--- src/rtl/ccb_pkg.sv ---
`default_nettype none
package ccb_pkg;

  localparam int WORD_W      = 32;
  localparam int NUM_WORDS   = 16;
  localparam int NUM_PAIRS   = 8;
  // Column step and diagonal step, each split into four add/xor/rotate steps
  localparam int STEPS_PER_DR = 8;
  localparam int STEPS_PER_QR = 4;

  // Position of a word inside one quarter round
  localparam logic [1:0] ROLE_A = 2'd0;
  localparam logic [1:0] ROLE_B = 2'd1;
  localparam logic [1:0] ROLE_C = 2'd2;
  localparam logic [1:0] ROLE_D = 2'd3;

  typedef logic [WORD_W-1:0] word_t;
  typedef word_t [NUM_WORDS-1:0] state_t;

  // Working state plus the original input state, carried for the feed-forward
  typedef struct packed {
    state_t work;
    state_t init;
  } pipe_t;

  // State index of one role of quarter round q; diagonal rounds skew rows b, c, d
  function automatic logic [3:0] ccb_idx(input logic diag, input logic [1:0] q,
                                         input logic [1:0] role);
    logic [1:0] col;
    col = q;
    unique case (role)
      ROLE_A: col = q;
      ROLE_B: col = q + {1'b0, diag};
      ROLE_C: col = q + {diag, 1'b0};
      ROLE_D: col = q + {diag, diag};
      default: col = q;
    endcase
    return {role, col};
  endfunction

  // Rotate amount of each step of the quarter round
  function automatic int ccb_rot(input int step);
    int r;
    r = 16;
    unique case (step)
      0: r = 16;
      1: r = 12;
      2: r = 8;
      3: r = 7;
      default: r = 16;
    endcase
    return r;
  endfunction

endpackage
`default_nettype wire

--- src/rtl/ccb_final_add.sv ---
`default_nettype none
module ccb_final_add (
  input  wire logic           clk,
  input  wire logic           rst,
  input  wire logic           en,
  input  wire logic           d_valid,
  input  wire ccb_pkg::pipe_t  d_in,
  output      logic           q_valid,
  output      ccb_pkg::state_t q_sum
);
  import ccb_pkg::*;

  state_t sum;

  // Feed-forward: add the original state word by word
  always_comb begin
    for (int k = 0; k < NUM_WORDS; k++) begin
      sum[k] = d_in.work[k] + d_in.init[k];
    end
  end

  always_ff @(posedge clk) begin
    if (rst) begin
      q_valid <= 1'b0;
    end else if (en) begin
      q_valid <= d_valid;
    end
  end

  always_ff @(posedge clk) begin
    if (en) begin
      q_sum <= sum;
    end
  end

endmodule
`default_nettype wire

--- config.mk ---
export PLATFORM = sky130hd
export DESIGN_NAME = ccb_final_add
export DESIGN_NICKNAME = d
export VERILOG_FILES = /design/src/rtl/ccb_pkg.sv /design/src/rtl/ccb_final_add.sv
export SDC_FILE = /design/constraint.sdc
export NUM_CORES = 1
export LEC_CHECK = 0
export ABC_AREA = 1
export BUFFER_PORTS_ARGS = -buffer_cell sky130_fd_sc_hd__buf_2
export CAP_MARGIN = 0
export CORE_AREA = 5 5 605 607
export DETAILED_ROUTE_END_ITERATION = 8
export DIE_AREA = 0 0 610 612
export PLACE_DENSITY = 0.3
export SLEW_MARGIN = 30
export SYNTH_ARGS = -nofsm -noshare
export SYNTH_HDL_FRONTEND = slang
export SYNTH_SLANG_ARGS = --single-unit
--- constraint.sdc ---
create_clock -name clk -period 1.7 [get_ports clk]
set_clock_uncertainty 0.05 [all_clocks]
set_input_delay 0.085 -clock clk [delete_from_list [all_inputs] [get_ports clk]]
set_output_delay 0.085 -clock clk [all_outputs]
set_load 0.03 [all_outputs]
==> results.py <==
metrics = {
    "synth": {
        "ys_ff_latch": 513,
        "post_synth.cell_area_avg_sq_um": 6.27,
        "yosysTopAreaCell": "edfxtp_1",
        "yosysSeqAreaShare_pct": 29.3,
        "synth.area.mux_share_pct": 0.0190,
        "synth_top_family_by_area": "simple AND/OR/NAND/NOR gates",
        "synthXorXnorAreaFrac_pct": 4.27,
        "synth_warnings": 0,
        "synth_compound_area_share_pct": 3.73,
        "synth_cell_types": 20,
        "synth_top_area_share_pct": 29.3,
        "synth_area_leaders": "edfxtp_1 29%, nand2_1 26%, inv_1 13%",
        "synth_adder_area_share_pct": 12.4,
        "synth_nets": 9920,
        "yosys.area_share.simple_pct": 37.5,
        "syn_area_sq_mm": 0.0525,
        "synthCells": 8380,
    },
    "final_layout": {
        "layout-drive-gt1-share_pct": 26.0,
        "final_cells": 17135,
        "fin_area_sq_mm": 0.0914,
        "syn2layout_area_growth_pct": 73.9,
        "most-common-layout-cells": "3581 x nand2_1, 1788 x inv_1, 1400 x buf_2",
        "fillers": 40580,
        "final_common_cell": "nand2_1",
        "nets": 13785,
    },
    "floorplan": {
        "die_h_um": 612,
        "dieArea_sq_mm": 0.373,
        "io_pins": 1541,
        "std_cell_rows": 221,
        "initial_core_util_pct": 14.6,
        "core-area_sq_mm": 0.361,
        "die_x_um": 610,
    },
    "worst_setup_path": {
        "path_buf_inv": 1,
        "cpPeakStageDelay_ns": 0.74,
        "reg2reg_setup_slack_ns": 0.51,
        "r2r_start": "q_valid$_SDFFE_PP0P_",
        "arrival_ns": 1.79,
        "reg2reg_to": "q_valid$_SDFFE_PP0P_",
        "path_class": "flip-flop to output port",
        "cp_top_family": "flip-flops",
        "timing.critical_path.to_type": "output port",
        "path_cells": "buf_6",
        "critPathLaunchType": "flip-flop",
        "path_depth": 1,
        "crit_slowest_cell": "edfxtp_1",
        "cp_data_required_time_ns": 1.56,
        "crit_path_end": "q_sum[501]",
        "startpoint": "q_sum[501]$_DFFE_PP_",
        "r2r_cells": 3,
        "cp_max_fo": 1,
    },
    "timing": {
        "tns_ns": -0.812,
        "maxSlewViolCount": 0,
        "period_needed_ns": 1.93,
        "rsz0062_at_grt": "true",
        "worst_pin_slew_ns": 0.672,
        "timing.fmax_ghz": 0.518,
        "slew_headroom_pct": 55.2,
        "setup_viol_count_final": 18,
        "layout_setup_ws_ns": -0.230,
        "final_hold_viol_count": 0,
        "fin_crit_sh_pct": 114,
        "hold_ws_ns": 0.0219,
    },
    "routing": {
        "antenna_left": 0,
        "routed_wirelength_um": 343000,
        "via_per_inst": 3.82,
        "drtPass1Iterations": 5,
        "post_drt_wl_per_cell_um": 20.0,
        "drt_iter0_drc": 3261,
        "via_count": 65422,
        "drc": 0,
    },
    "global_route": {
        "grt_pass1_wl_um": 476000,
        "overflow": 0,
        "antenna_found_initial": 86,
        "grt_max_degree": 66,
        "first_global_vias": 66613,
        "grtUsageTotal_pct": 17.5,
    },
    "clock_network": {
        "cts-htree-levels": 3,
        "tritoncts.num_buffers": 90,
        "clockRootBuffer": "clkbuf_16",
        "cts_num_sinks": 513,
        "clockBufferDepth": 4,
        "cts_tree": "yes",
        "clk_latency_ns": 0.77,
        "path_clk_slew_ns": 0.06,
    },
    "power": {
        "peakVddDrop_mv": 0.685,
        "powerDensity_mw_per_mm2": 763,
        "p_leak_nw": 51.0,
    },
    "placed_design": {
        "place_area_sq_mm": 0.0752,
        "hpwlAfterDp_um": 298000,
        "place_congestion": 0.908,
        "pre_cts_ws_ns": -0.508,
        "portBuffers": 1540,
        "numPlacedInstances": 15834,
    },
    "run_status": {
        "run_status": "finished, violations left",
        "violations": "negative setup slack",
    },
    "worst_hold_path": {
        "worstHoldPathType": "input pin to flip-flop",
        "worstHoldPathCells": 5,
    },
    "flow_run": {
        "maxCapViolations": 0,
    },
}
==> sequential cells by signal, summed over array words and instances (netlist names) <==
signal / count
q_sum: 512
q_valid: 1
==> stage by stage <==
step | utilization, % | total power, mW
floorplan | - | 31.1
global placement | 20.9 | 46.4
detailed placement | 20.9 | 46.1
CTS | 25.0 | 70.8
global route | 25.3 | 73.8
finish | 25.3 | 69.7
==> synthesized netlist by cell type (all sizes together) <==
cell / n
xor2: 237
nand4: 61
dfxtp: 1
nand2: 3747
nor2: 628
a21o: 16
o21bai: 32
nor3: 80
nand3: 419
ha: 496
fa: 16
edfxtp: 512
a21oi: 320
xnor2: 19
mux2i: 1
or2: 3
inv: 1792
==> how the worst min path moves through the flow <==
| stage | start | end | slack, ns |
|---|---|---|---|
| floorplan | rst | q_valid$_SDFFE_PP0P_ | 0.11 |
| global placement | rst | q_valid$_SDFFE_PP0P_ | 0.19 |
| detailed placement | rst | q_valid$_SDFFE_PP0P_ | 0.20 |
| CTS | d_in[67] | q_sum[68]$_DFFE_PP_ | -0.15 |
| global route | d_in[226] | q_sum[226]$_DFFE_PP_ | 0.01 |
| finish | d_in[350] | q_sum[350]$_DFFE_PP_ | 0.02 |
==> power breakdown <==
group | switching, mW | internal (mW)
logic | 19.0 | 13.0
registers | 1.28 | 16.6
clock network | 7.92 | 12.0
total | 28.2 | 41.5
==> layout make-up <==
| class | count | area, sq um | share of cell area [%] |
|---|---|---|---|
| well taps | 4794 | 6000 | 6.56 |
| flip-flops and latches | 513 | 15400 | 16.8 |
| repair buffers | 3773 | 28700 | 31.4 |
| multi-input cells | 6075 | 31500 | 34.5 |
| inverters | 1792 | 6730 | 7.36 |
| clock buffers | 98 | 2300 | 2.52 |
| clock inverters | 61 | 722 | 0.790 |
| diodes | 29 | 72.6 | 0.0794 |
==> what timing repair did <==
action / 4_1_cts / 5_1_grt
pin swaps: 0 / 33
setup endpoints to repair: 138 / 310
resized for setup: 264 / 335
endpoints found under the hold margin: 867 / 36
hold buffers: 1108 / 33
buffers inserted: 0 / 10
==> layer usage <==
metal  part of all wire (%)  up-vias  global-route usage, %
li1                       -    33381                      -
met2                     51     1550                   32.4
met4                    3.7       22                   5.71
met5                  0.040        -                      0
met3                    4.6      403                   2.76
met1                     41    30066                   20.4
==> cells by family after synthesis <==
kind of cell             after synthesis
AND/OR/NAND/NOR                     4938
buffers and inverters               1792
flip-flops                           513
adder cells (fa/ha/maj)              512
AO/OA/AOI/OAI                        368
XOR/XNOR                             256
multiplexers                           1
Power figures use the tool's default switching activity.
