===== src/rtl/ccb_pkg.sv =====
`default_nettype none
package ccb_pkg;

  localparam int WORD_W      = 32;
  localparam int NUM_WORDS   = 16;
  localparam int NUM_PAIRS   = 8;
  // Column step and diagonal step, each split into four add/xor/rotate steps
  localparam int STEPS_PER_DR = 8;
  localparam int STEPS_PER_QR = 4;

  // Position of a word inside one quarter round
  localparam logic [1:0] ROLE_A = 2'd0;
  localparam logic [1:0] ROLE_B = 2'd1;
  localparam logic [1:0] ROLE_C = 2'd2;
  localparam logic [1:0] ROLE_D = 2'd3;

  typedef logic [WORD_W-1:0] word_t;
  typedef word_t [NUM_WORDS-1:0] state_t;

  // Working state plus the original input state, carried for the feed-forward
  typedef struct packed {
    state_t work;
    state_t init;
  } pipe_t;

  // State index of one role of quarter round q; diagonal rounds skew rows b, c, d
  function automatic logic [3:0] ccb_idx(input logic diag, input logic [1:0] q,
                                         input logic [1:0] role);
    logic [1:0] col;
    col = q;
    unique case (role)
      ROLE_A: col = q;
      ROLE_B: col = q + {1'b0, diag};
      ROLE_C: col = q + {diag, 1'b0};
      ROLE_D: col = q + {diag, diag};
      default: col = q;
    endcase
    return {role, col};
  endfunction

  // Rotate amount of each step of the quarter round
  function automatic int ccb_rot(input int step);
    int r;
    r = 16;
    unique case (step)
      0: r = 16;
      1: r = 12;
      2: r = 8;
      3: r = 7;
      default: r = 16;
    endcase
    return r;
  endfunction

endpackage
`default_nettype wire


===== src/rtl/ccb_out_skid.sv =====
`default_nettype none
module ccb_out_skid (
  input  wire logic           clk,
  input  wire logic           rst,
  input  wire logic           d_valid,
  output      logic           d_ready,
  input  wire ccb_pkg::state_t d_data,
  output      logic           q_valid,
  input  wire logic           q_ready,
  output      ccb_pkg::state_t q_data
);
  import ccb_pkg::*;

  logic   skid_valid;
  state_t skid_data;
  logic   out_load;

  // Upstream moves whenever the skid slot is free
  assign d_ready  = !skid_valid;
  assign out_load = !q_valid || q_ready;

  // Control: output register refills from skid first, else from upstream
  always_ff @(posedge clk) begin
    if (rst) begin
      q_valid    <= 1'b0;
      skid_valid <= 1'b0;
    end else if (out_load) begin
      q_valid    <= skid_valid || d_valid;
      skid_valid <= 1'b0;
    end else if (d_valid && !skid_valid) begin
      skid_valid <= 1'b1;
    end
  end

  // Data
  always_ff @(posedge clk) begin
    if (out_load) begin
      q_data <= skid_valid ? skid_data : d_data;
    end else if (!skid_valid) begin
      skid_data <= d_data;
    end
  end

endmodule
`default_nettype wire


===== config.mk =====
export PLATFORM = sky130hd
export DESIGN_NAME = ccb_out_skid
export DESIGN_NICKNAME = d
export VERILOG_FILES = /design/src/rtl/ccb_pkg.sv /design/src/rtl/ccb_out_skid.sv
export SDC_FILE = /design/constraint.sdc
export NUM_CORES = 1
export LEC_CHECK = 0
export BUFFER_PORTS_ARGS = -buffer_cell sky130_fd_sc_hd__buf_2
export CORE_AREA = 3 3 403 405
export DETAILED_ROUTE_END_ITERATION = 16
export DIE_AREA = 0 0 406 408
export MAX_ROUTING_LAYER = met4
export PLACE_DENSITY = 0.47
export SLEW_MARGIN = 20
export SYNTH_ARGS = -nofsm -noshare
export SYNTH_HDL_FRONTEND = slang
export SYNTH_SLANG_ARGS = --single-unit

===== constraint.sdc =====
create_clock -name clk -period 128.1 [get_ports clk]
set_input_delay 12.81 -clock clk [delete_from_list [all_inputs] [get_ports clk]]
set_output_delay 12.81 -clock clk [all_outputs]
set_load 0.02 [all_outputs]

==> results of run 1 <==
Yosys cell counts, drive strengths merged:
| cell type | instances | area [um^2] |
|---|---|---|
| mux2 | 512 | 7485 |
| nor3 | 1 | 5.000 |
| edfxtp | 1024 | 30750 |
| nor2 | 1 | 3.750 |
| a21oi | 1 | 5.000 |
| dfxtp | 2 | 40.04 |
| buf | 57 | 678.2 |
| inv | 2 | 7.510 |
| nand2b | 1 | 6.260 |
power by group:
group / internal (mW) / switching, mW / total (mW)
Sequential: 0.393 / 0.00581 / 0.398
Clock: 0.193 / 0.140 / 0.332
Combinational: 0.0275 / 0.0425 / 0.0701
sequential cells by signal, indices dropped and copies added, names as in the netlist:
register and cells:
skid_data 512, skid_valid 1, q_data 512, q_valid 1
worst max path at each step:
stage | startpoint | end
after floorplan | q_ready | skid_data[0]
after global placement | q_ready | skid_data[18]
after detailed placement | q_ready | skid_data[274]
after CTS | q_ready | skid_data[451]
after global routing | q_ready | skid_data[451]
final | q_ready | skid_data[36]
metrics by stage:
step           hold slack, ps  util, %  power [mW]  std cells  setup slack, ps
3_3_place_gp            544.5    29.15      0.4768       4669           110510
3_5_place_dp            547.6    29.15      0.4769       4669           110520
2_1_floorplan           535.2        -      0.4478       1601            63390
5_1_grt                 539.6    31.63      0.8320       4939           111060
6_report                532.5    31.64      0.8007       4944           111410
4_1_cts                 517.3    31.54      0.8144       4884           111330
final cells by class:
cell class,count,share of cell area (%)
clock buffers,135,5.837
clock inverters,80,1.736
flip-flops and latches,1026,61.31
diodes,60,0.2990
well taps,2072,5.162
repair buffers,1053,10.66
inverters,2,0.02990
multi-input cells,516,14.96
cell usage in the layout (no fill, tap or decap), drive strengths merged:
cell | netlist | layout
diode | 0 | 60
bufinv | 0 | 14
a21oi | 1 | 1
clkinv | 0 | 57
nor2 | 1 | 1
edfxtp | 1024 | 1024
mux2 | 512 | 512
clkinvlp | 0 | 5
clkbuf | 0 | 135
nand2b | 1 | 1
nor3 | 1 | 1
inv | 2 | 6
dfxtp | 2 | 2
buf | 57 | 1053
cell families (layout without fill, tap and decap cells):
| group | after synthesis | count (layout) | synth area share [%] |
|---|---|---|---|
| buffers and inverters | 59 | 1270 | 1.759 |
| other | 0 | 60 | 0 |
| muxes | 512 | 512 | 19.20 |
| DFF | 1026 | 1026 | 78.99 |
| AOI/OAI and AO/OA | 1 | 1 | 0.01283 |
| and+or+nand+nor | 3 | 3 | 0.03851 |
layer usage:
metal | vias to the layer above | part of all wire, % | track usage, %
met2 | 726 | 49 | 21.31
li1 | 8759 | - | -
met3 | 164 | 9.5 | 5.739
met1 | 9746 | 39 | 14.78
met5 | - | 0 | -
met4 | 0 | 2.4 | 3.475
==> impl_metrics.xml, run 1 <==
<?xml version="1.0" encoding="UTF-8"?>
<metrics>
  <group name="sta">
    <metric name="report.final.hold_viol_count" unit="">0</metric>
    <metric name="period_needed" unit="ps">16690</metric>
    <metric name="report.final.slew_viol_count" unit="">0</metric>
    <metric name="setup_total_negative_slack" unit="ps">0</metric>
    <metric name="worstMarginPinSlew" unit="ps">1082</metric>
    <metric name="grt_setup_unrepaired" unit="">false</metric>
    <metric name="final.period_utilization" unit="%">13.03</metric>
    <metric name="timing.clock.skew" unit="ps">56.94</metric>
    <metric name="fmaxAchievable" unit="MHz">59.90</metric>
    <metric name="count_of_endpoints_failing_setup_in_the_final_report" unit="">0</metric>
    <metric name="slew-limit-headroom" unit="%">27.85</metric>
  </group>
  <group name="critical_path">
    <metric name="startpoint_kind_of_the_worst_setup_timing_path" unit="">input port</metric>
    <metric name="worst-endpoint-required" unit="ps">128440</metric>
    <metric name="cp-end-kind" unit="">flop</metric>
    <metric name="cp.buffers_inverters" unit="">6</metric>
    <metric name="critical-path-top-delay-family" unit="">buffers and inverters</metric>
    <metric name="slowest_stage" unit="">buf_4</metric>
    <metric name="critical_path.max_stage_delay" unit="ps">820</metric>
    <metric name="crit-reg2reg-launch" unit="">skid_valid</metric>
    <metric name="worst_r2r_path_depth" unit="">6</metric>
    <metric name="worst_r2r_endpoint" unit="">q_data[106]</metric>
    <metric name="critPathMostFrequentCell" unit="">buf_4</metric>
    <metric name="crit_chain" unit="">buf_2, nand2b_4, inv_8, buf_4, buf_4, buf_4, buf_4</metric>
    <metric name="setup_slack_on_the_worst_flop_to_flop_path" unit="ps">122650</metric>
    <metric name="crit_fanout" unit="">114</metric>
    <metric name="critical_path_arrival" unit="ps">17030</metric>
    <metric name="cp.depth" unit="">7</metric>
    <metric name="timing.setup.critical_path_class" unit="">in2reg</metric>
  </group>
  <group name="die">
    <metric name="die-area" unit="um^2">165600</metric>
    <metric name="die-width" unit="um">406</metric>
    <metric name="row_count" unit="">146</metric>
    <metric name="design.core.area" unit="um^2">158700</metric>
    <metric name="die-height" unit="um">408</metric>
    <metric name="ioPinCount" unit="">1030</metric>
    <metric name="start_util" unit="%">24.56</metric>
  </group>
  <group name="clocking">
    <metric name="clkSlewWorstSetupHoldPaths" unit="ps">60</metric>
    <metric name="cts_hold_buf" unit="">0</metric>
    <metric name="cts_root_buffer" unit="">clkbuf_16</metric>
    <metric name="clk-insertion-delay-late" unit="ps">720</metric>
    <metric name="cts_tree" unit="">built</metric>
    <metric name="cts_resized" unit="">0</metric>
    <metric name="h-tree-depth" unit="">3</metric>
    <metric name="cts_num_sinks" unit="">1026</metric>
    <metric name="post-cts-setup-buffer-count" unit="">0</metric>
    <metric name="cts_inserted_buffers" unit="">113</metric>
    <metric name="clock_tree.buffer_depth" unit="">3</metric>
  </group>
  <group name="finish">
    <metric name="layout-drive-gt1-share" unit="%">61.81</metric>
    <metric name="filler_cell_count" unit="">15530</metric>
    <metric name="finish.net_count" unit="">3228</metric>
    <metric name="multi_input_comb_area" unit="um^2">7512</metric>
    <metric name="final_design_area_no_fill" unit="um^2">50220</metric>
    <metric name="ff_latch_area" unit="um^2">30790</metric>
    <metric name="area_growth" unit="%">28.84</metric>
  </group>
  <group name="route">
    <metric name="detail-route-antenna-nets" unit="">0</metric>
    <metric name="route.vias.total" unit="">19400</metric>
    <metric name="post_drt_via_cell_ratio" unit="">3.923</metric>
    <metric name="drt_drc_violations_left" unit="">0</metric>
    <metric name="drtIter0Drc" unit="">1121</metric>
    <metric name="first_pass_iters" unit="">5</metric>
    <metric name="routed_wl" unit="um">110400</metric>
    <metric name="avgRoutedWirePerCell" unit="um">22.32</metric>
  </group>
  <group name="yosys">
    <metric name="synth_cell_type_count" unit="">13</metric>
    <metric name="synthesis.nets" unit="">2117</metric>
    <metric name="postSynthRegisterBits" unit="">1026</metric>
    <metric name="yosysWarnings" unit="">0</metric>
    <metric name="synthesis.area_per_instance" unit="um^2">24.35</metric>
    <metric name="yosysSeqAreaShare" unit="%">78.99</metric>
    <metric name="synth_area" unit="um^2">38980</metric>
    <metric name="postSynthCellCount" unit="">1601</metric>
  </group>
  <group name="place">
    <metric name="io_port_bufs" unit="">1029</metric>
    <metric name="dpl-instance-area" unit="um^2">46270</metric>
    <metric name="detailedPlacementHpwl" unit="um">78250</metric>
    <metric name="gp_routability_congestion" unit="">0.7798</metric>
  </group>
  <group name="pwr">
    <metric name="p_leak" unit="nW">19.43</metric>
    <metric name="power_density" unit="nW/um^2">15.94</metric>
    <metric name="ir_worst_vdd" unit="V">0.00001257</metric>
  </group>
  <group name="global_route">
    <metric name="initial_antenna_violation_count" unit="">64</metric>
    <metric name="residual_overflow_from_global_routing" unit="">0</metric>
    <metric name="grt_max_degree" unit="">131</metric>
    <metric name="groute.usage.overall" unit="%">13.15</metric>
    <metric name="grt_pass1_vias" unit="">20370</metric>
    <metric name="grt_pass1_wl" unit="um">153100</metric>
  </group>
  <group name="worst_hold_path">
    <metric name="hold_path.class" unit="">reg2reg</metric>
    <metric name="hp-start" unit="">skid_data[333]</metric>
    <metric name="holdPathStages" unit="">1</metric>
    <metric name="terminating_pin_of_the_worst_hold_path" unit="">q_data[333]</metric>
  </group>
  <group name="run_status">
    <metric name="outcome" unit="">finished, final reports clean</metric>
  </group>
  <group name="job">
    <metric name="cap_viol_max_count" unit="">0</metric>
  </group>
</metrics>
No activity file was read; power rests on OpenSTA's default activity.
==> run 2: changes to the inputs <==
- PLACE_DENSITY: 0.47 -> 0.49
- clock period: 128.1 -> 14.65 ns (I/O delays scaled with it)
==> impl_metrics.xml, run 2 (same netlist as run 1, synthesis figures left out) <==
<?xml version="1.0" encoding="UTF-8"?>
<metrics>
  <group name="global_route">
    <metric name="grt_pass1_wl" unit="um">158700</metric>
    <metric name="residual_overflow_from_global_routing" unit="">0</metric>
    <metric name="groute.usage.overall" unit="%">13.78</metric>
    <metric name="initial_antenna_violation_count" unit="">83</metric>
    <metric name="grt_max_degree" unit="">154</metric>
    <metric name="grt_pass1_vias" unit="">20450</metric>
  </group>
  <group name="clocking">
    <metric name="cts_num_sinks" unit="">1026</metric>
    <metric name="clock_tree.buffer_depth" unit="">3</metric>
    <metric name="clk-insertion-delay-late" unit="ps">730</metric>
    <metric name="clkSlewWorstSetupHoldPaths" unit="ps">60</metric>
    <metric name="cts_root_buffer" unit="">clkbuf_16</metric>
    <metric name="cts_tree" unit="">built</metric>
    <metric name="cts_inserted_buffers" unit="">115</metric>
    <metric name="cts_resized" unit="">0</metric>
    <metric name="h-tree-depth" unit="">3</metric>
    <metric name="post-cts-setup-buffer-count" unit="">0</metric>
    <metric name="cts_hold_buf" unit="">0</metric>
  </group>
  <group name="finish">
    <metric name="ff_latch_area" unit="um^2">30790</metric>
    <metric name="finish.net_count" unit="">3222</metric>
    <metric name="final_design_area_no_fill" unit="um^2">50290</metric>
    <metric name="layout-drive-gt1-share" unit="%">61.67</metric>
    <metric name="layout_top_registers" unit="">q_data (512), skid_data (512)</metric>
    <metric name="area_growth" unit="%">29.01</metric>
    <metric name="filler_cell_count" unit="">15470</metric>
    <metric name="multi_input_comb_area" unit="um^2">7512</metric>
    <metric name="mostFrequentLayoutCells" unit="">1029 x buf_2, 1024 x edfxtp_1, 458 x mux2_4</metric>
    <metric name="mostFrequentLayoutCell" unit="">buf_2</metric>
    <metric name="instances_no_fill" unit="">4944</metric>
  </group>
  <group name="sta">
    <metric name="fmaxAchievable" unit="MHz">224.5</metric>
    <metric name="grt_setup_unrepaired" unit="">false</metric>
    <metric name="period_needed" unit="ps">4454</metric>
    <metric name="slew-limit-headroom" unit="%">17.19</metric>
    <metric name="report.final.hold_viol_count" unit="">0</metric>
    <metric name="timing.clock.skew" unit="ps">76.48</metric>
    <metric name="setup_total_negative_slack" unit="ps">0</metric>
    <metric name="final.period_utilization" unit="%">30.40</metric>
    <metric name="count_of_endpoints_failing_setup_in_the_final_report" unit="">0</metric>
    <metric name="worstMarginPinSlew" unit="ps">1242</metric>
    <metric name="report.final.slew_viol_count" unit="">0</metric>
  </group>
  <group name="pwr">
    <metric name="swShare" unit="%">23.49</metric>
    <metric name="net_switching_power" unit="mW">1.650</metric>
    <metric name="sequentialPowerShare" unit="%">49.6</metric>
    <metric name="intPower" unit="mW">5.374</metric>
    <metric name="power.combinational.fraction" unit="%">8.8</metric>
    <metric name="power_density" unit="nW/um^2">139.7</metric>
    <metric name="ir_worst_vdd" unit="V">0.00008612</metric>
    <metric name="power.clock.fraction" unit="%">41.6</metric>
    <metric name="p_leak" unit="nW">19.43</metric>
  </group>
  <group name="die">
    <metric name="die-width" unit="um">406</metric>
    <metric name="die-height" unit="um">408</metric>
    <metric name="die-area" unit="um^2">165600</metric>
    <metric name="design.core.area" unit="um^2">158700</metric>
    <metric name="row_count" unit="">146</metric>
    <metric name="ioPinCount" unit="">1030</metric>
    <metric name="start_util" unit="%">24.56</metric>
  </group>
  <group name="route">
    <metric name="first_pass_iters" unit="">6</metric>
    <metric name="post_drt_via_cell_ratio" unit="">3.961</metric>
    <metric name="drt_drc_violations_left" unit="">0</metric>
    <metric name="avgRoutedWirePerCell" unit="um">23.34</metric>
    <metric name="route.vias.total" unit="">19580</metric>
    <metric name="drtIter0Drc" unit="">1295</metric>
    <metric name="routed_wl" unit="um">115400</metric>
    <metric name="detail-route-antenna-nets" unit="">0</metric>
  </group>
  <group name="place">
    <metric name="io_port_bufs" unit="">1029</metric>
    <metric name="gp_routability_congestion" unit="">0.7862</metric>
    <metric name="dp_cell_count" unit="">4661</metric>
    <metric name="detailedPlacementHpwl" unit="um">82860</metric>
    <metric name="dpl-instance-area" unit="um^2">46270</metric>
  </group>
  <group name="critical_path">
    <metric name="setup_slack_on_the_worst_flop_to_flop_path" unit="ps">10500</metric>
    <metric name="cp-end-kind" unit="">flop</metric>
    <metric name="worst-endpoint-required" unit="ps">14930</metric>
    <metric name="critical_path.max_stage_delay" unit="ps">680</metric>
    <metric name="slowest_stage" unit="">inv_8</metric>
    <metric name="worst_r2r_endpoint" unit="">q_data[116]</metric>
    <metric name="worst_r2r_path_depth" unit="">4</metric>
    <metric name="startpoint_kind_of_the_worst_setup_timing_path" unit="">input port</metric>
    <metric name="crit-reg2reg-launch" unit="">skid_valid</metric>
    <metric name="critical_path_arrival" unit="ps">4730</metric>
    <metric name="timing.setup.critical_path_class" unit="">in2reg</metric>
    <metric name="crit_chain" unit="">buf_2, nand2b_4, inv_8, buf_12, buf_12</metric>
    <metric name="crit_fanout" unit="">153</metric>
    <metric name="critPathMostFrequentCell" unit="">buf_12</metric>
  </group>
  <group name="worst_hold_path">
    <metric name="hp-start" unit="">skid_data[369]</metric>
    <metric name="terminating_pin_of_the_worst_hold_path" unit="">q_data[369]</metric>
    <metric name="hold_path.class" unit="">reg2reg</metric>
    <metric name="holdPathStages" unit="">1</metric>
  </group>
  <group name="job">
    <metric name="cap_viol_max_count" unit="">0</metric>
  </group>
  <group name="run_status">
    <metric name="outcome" unit="">finished, final reports clean</metric>
  </group>
</metrics>
==> run 2: power by group through the flow <==
| stage | clock, mW | sequential, mW | combinational, mW |
|---|---|---|---|
| 2_1_floorplan | 0 | 3.70 | 0.196 |
| 3_3_place_gp | 0 | 3.55 | 0.630 |
| 3_5_place_dp | 0 | 3.55 | 0.634 |
| 4_1_cts | 3.01 | 3.49 | 0.636 |
| 5_1_grt | 3.13 | 3.50 | 0.657 |
| 6_report | 2.92 | 3.49 | 0.619 |
==> run 2: final cells by class <==
type	instances	area share [%]
sequential	1026	61.23
multi-input combinational	516	14.94
timing repair buffer	1045	10.65
clock buffer	135	5.872
tap	2072	5.155
clock inverter	83	1.794
antenna	65	0.3234
inverter	2	0.02986
==> run 2: per-stage QoR <==
stage / worst slack, ps / power [mW] / utilization (%) / hold slack (ps)
5_1_grt: 10160 / 7.291 / 31.67 / 548.2
4_1_cts: 10420 / 7.137 / 31.58 / 516.3
2_1_floorplan: -5339 / 3.899 / - / 535.2
3_5_place_dp: 9625 / 4.180 / 29.15 / 547.5
3_3_place_gp: 9608 / 4.179 / 29.15 / 544.4
6_report: 10200 / 7.024 / 31.68 / 528.0
==> run 2: worst max-delay path by stage <==
stage / startpoint / end / slack [ps] / cells after the start
after floorplan: q_ready / skid_data[0] / -5340 / 2
after global placement: q_ready / skid_data[62] / 9610 / 5
after detailed placement: q_ready / q_data[55] / 9620 / 5
after CTS: q_ready / skid_data[126] / 10420 / 5
after global routing: q_ready / skid_data[125] / 10160 / 5
final: q_ready / skid_data[125] / 10200 / 5
==> run 2: worst max-delay path, delay by kind of cell <==
| family | cells | cell delay (ps) |
|---|---|---|
| buf+inv | 4 | 1970 |
| simple gates | 1 | 420 |
==> run 2: layer usage <==
metal	vias up	part of all wire [%]	track usage, %	wire length [um]
li1	8742	-	-	-
met1	9916	39	15.53	44580
met2	781	50	22.90	57660
met3	143	9.5	5.563	11000
met4	0	1.9	3.046	2166
met5	-	0	-	0
==> run 3: changes to the inputs <==
- ABC_AREA: unset -> 1
- CORE_AREA: 3 3 403 405 -> 3 3 405 407
- DIE_AREA: 0 0 406 408 -> 0 0 408 410
- PLACE_DENSITY: 0.49 -> 0.46
- clock period: 14.65 -> 4.2 ns (I/O delays scaled with it)
==> impl_metrics.xml, run 3 <==
<?xml version="1.0" encoding="UTF-8"?>
<metrics>
  <group name="run_status">
    <metric name="outcome" unit="">finished, final reports clean</metric>
  </group>
  <group name="yosys">
    <metric name="synth.largest_area_cell" unit="">edfxtp_1</metric>
    <metric name="synth_flop_cell" unit="">edfxtp_1</metric>
    <metric name="yosysWarnings" unit="">0</metric>
    <metric name="most_frequent_cell_after_synthesis" unit="">nand2_1</metric>
    <metric name="synthesis.area_per_instance" unit="um^2">13.85</metric>
    <metric name="ffs_w_async_s_r_synth" unit="%">0</metric>
    <metric name="synth_area" unit="um^2">37180</metric>
    <metric name="postSynthRegisterBits" unit="">1026</metric>
    <metric name="synth_cell_type_count" unit="">11</metric>
    <metric name="area_share_of_the_leading_cell_type_in_the_synthesized_netlist" unit="%">82.70</metric>
    <metric name="ys_top_cells_by_count" unit="">1538 x nand2_1, 1024 x edfxtp_1, 93 x buf_2</metric>
    <metric name="postSynthCellCount" unit="">2685</metric>
    <metric name="synth.area.top_cells" unit="">edfxtp_1 83%, nand2_1 16%, buf_2 1.3%</metric>
    <metric name="yosysSeqAreaShare" unit="%">82.81</metric>
    <metric name="number_of_synthesized_flops_with_an_enable_pin" unit="">1024</metric>
    <metric name="synthesis.nets" unit="">3201</metric>
  </group>
  <group name="job">
    <metric name="cap_viol_max_count" unit="">0</metric>
  </group>
  <group name="die">
    <metric name="die-height" unit="um">410</metric>
    <metric name="die-width" unit="um">408</metric>
    <metric name="ioPinCount" unit="">1030</metric>
    <metric name="die-area" unit="um^2">167300</metric>
    <metric name="start_util" unit="%">23.16</metric>
    <metric name="row_count" unit="">147</metric>
    <metric name="design.core.area" unit="um^2">160600</metric>
  </group>
  <group name="global_route">
    <metric name="grt_pass1_vias" unit="">26780</metric>
    <metric name="grt_pass1_wl" unit="um">175100</metric>
    <metric name="grt_max_degree" unit="">139</metric>
    <metric name="residual_overflow_from_global_routing" unit="">0</metric>
    <metric name="groute.usage.overall" unit="%">14.31</metric>
    <metric name="initial_antenna_violation_count" unit="">26</metric>
  </group>
  <group name="finish">
    <metric name="layout.core_utilization" unit="%">33.32</metric>
    <metric name="mostFrequentLayoutCells" unit="">1537 x nand2_1, 1029 x buf_2, 1024 x edfxtp_1</metric>
    <metric name="final_design_area_no_fill" unit="um^2">53510</metric>
    <metric name="mostFrequentLayoutCell" unit="">nand2_1</metric>
    <metric name="layout-drive-gt1-share" unit="%">28.24</metric>
    <metric name="layout_top_registers" unit="">q_data (512), skid_data (512)</metric>
    <metric name="finish.net_count" unit="">4766</metric>
    <metric name="filler_cell_count" unit="">16200</metric>
    <metric name="area_growth" unit="%">43.91</metric>
  </group>
  <group name="sta">
    <metric name="worstMarginPinSlew" unit="ps">1054</metric>
    <metric name="holdWs" unit="ps">74.65</metric>
    <metric name="count_of_endpoints_failing_setup_in_the_final_report" unit="">0</metric>
    <metric name="report.final.hold_viol_count" unit="">0</metric>
    <metric name="setup_ws" unit="ps">1503</metric>
    <metric name="report.final.slew_viol_count" unit="">0</metric>
    <metric name="final.period_utilization" unit="%">64.20</metric>
    <metric name="grt_setup_unrepaired" unit="">false</metric>
    <metric name="timing.clock.skew" unit="ps">25.63</metric>
    <metric name="slew-limit-headroom" unit="%">29.72</metric>
    <metric name="period_needed" unit="ps">2697</metric>
    <metric name="fmaxAchievable" unit="MHz">370.8</metric>
  </group>
  <group name="route">
    <metric name="post_drt_via_cell_ratio" unit="">3.944</metric>
    <metric name="avgRoutedWirePerCell" unit="um">18.31</metric>
    <metric name="drt_drc_violations_left" unit="">0</metric>
    <metric name="first_pass_iters" unit="">6</metric>
    <metric name="drtIter0Drc" unit="">1462</metric>
    <metric name="routed_wl" unit="um">119500</metric>
    <metric name="route.vias.total" unit="">25750</metric>
    <metric name="detail-route-antenna-nets" unit="">0</metric>
  </group>
  <group name="pwr">
    <metric name="finalPower" unit="mW">24.14</metric>
    <metric name="p_leak" unit="nW">22.51</metric>
    <metric name="power_density" unit="nW/um^2">451.2</metric>
    <metric name="power.combinational.fraction" unit="%">10.5</metric>
    <metric name="net_switching_power" unit="mW">5.953</metric>
    <metric name="power.clock.fraction" unit="%">38.7</metric>
    <metric name="sequentialPowerShare" unit="%">50.8</metric>
    <metric name="intPower" unit="mW">18.19</metric>
    <metric name="swShare" unit="%">24.66</metric>
    <metric name="ir_worst_vdd" unit="V">0.0003419</metric>
  </group>
  <group name="place">
    <metric name="gp_routability_congestion" unit="">0.8181</metric>
    <metric name="dpl-instance-area" unit="um^2">45040</metric>
    <metric name="io_port_bufs" unit="">1029</metric>
    <metric name="place_ws" unit="ps">1540</metric>
    <metric name="detailedPlacementHpwl" unit="um">81080</metric>
  </group>
  <group name="clocking">
    <metric name="clkSlewWorstSetupHoldPaths" unit="ps">60</metric>
    <metric name="h-tree-depth" unit="">3</metric>
    <metric name="cts_num_sinks" unit="">1026</metric>
    <metric name="cts_tree" unit="">built</metric>
    <metric name="clk-insertion-delay-late" unit="ps">730</metric>
    <metric name="cts_root_buffer" unit="">clkbuf_16</metric>
    <metric name="cts_resized" unit="">0</metric>
    <metric name="cts_inserted_buffers" unit="">112</metric>
    <metric name="clock_tree.buffer_depth" unit="">3</metric>
  </group>
  <group name="critical_path">
    <metric name="crit_chain" unit="">inv_8, buf_2</metric>
    <metric name="worst-endpoint-required" unit="ps">3780</metric>
    <metric name="timing.setup.critical_path_class" unit="">reg2out</metric>
    <metric name="critical_path.max_stage_delay" unit="ps">730</metric>
    <metric name="startpoint_kind_of_the_worst_setup_timing_path" unit="">flop</metric>
    <metric name="critical_path_arrival" unit="ps">2280</metric>
    <metric name="slowest_stage" unit="">dfxtp_4</metric>
    <metric name="cp-end-kind" unit="">output pin</metric>
    <metric name="crit_fanout" unit="">92</metric>
  </group>
  <group name="worst_hold_path">
    <metric name="hold_path.class" unit="">in2reg</metric>
  </group>
</metrics>
==> run 3: cell count changes after synthesis, sizes merged <==
cell and delta:
mux2 -512, nand2 +1538, inv +2, nor3 -1, nor2 +1, clkbuf +8, nand3 +1, a21oi -1
nand2b -1, o21ai +1, buf +48
==> run 3: final timing paths <==
| kind | from | depth (start not counted) | end | slack [ps] |
|---|---|---|---|---|
| max | skid_valid | 2 | d_ready | 1500 |
| min reg2reg | skid_data[503] | 2 | q_data[503] | 520 |
| min | d_data[155] | 3 | q_data[155] | 70 |
| max reg2reg | q_valid | 3 | skid_data[184] | 1820 |
==> run 3: logic make-up (layout without fill, tap and decap cells) <==
group / after synthesis / count (layout) / synth area share (%)
AO/OA/AOI/OAI: 1 / 1 / 0.01345
AND/OR/NAND/NOR: 1541 / 1541 / 15.56
flip-flops: 1026 / 1026 / 82.81
other: 0 / 23 / 0
buffers and inverters: 117 / 1777 / 1.615
==> run 3: cell type report <==
class	count	area [um^2]	area share (%)
Tap cell	2160	2703	5.051
Timing Repair Buffer	1564	10660	19.91
Inverter	4	33.78	0.06314
Multi-Input combinational cell	1542	5807	10.85
Antenna cell	23	57.56	0.1076
Sequential cell	1026	30790	57.55
Clock buffer	136	2914	5.446
Clock inverter	73	541.8	1.013
==> run 3: power groups by stage <==
stage / sequential, mW / combinational, mW / clock [mW]
floorplan: 13.1 / 0.509 / 0
global placement: 12.5 / 2.19 / 0
detailed placement: 12.5 / 2.20 / 0
CTS: 12.3 / 2.59 / 9.69
global route: 12.3 / 2.75 / 10.1
finish: 12.3 / 2.54 / 9.34
==> run 3: worst max-delay path: cells and delay by family (launching register included) <==
kind	cells	cell delay (ps)
buf+inv	2	650
flops	1	730
==> run 3: metrics by stage <==
step	std cells	setup TNS, ps
floorplan	2685	-4969710
finish	6528	0
detailed placement	5801	0
CTS	6505	0
global placement	5801	0
global route	6527	0
==> run 3: what timing repair did <==
action                                 4_1_cts  5_1_grt
endpoints found under the hold margin      982        0
hold buffers                               495        0
setup buffers                                0        0
==> run 3: routing by layer <==
layer	GRT usage, %	vias up	share of wire, %
met5	-	-	0
met3	4.228	214	7.2
li1	-	12350	-
met1	16.72	12320	41
met4	6.051	0	4.0
met2	22.98	861	48
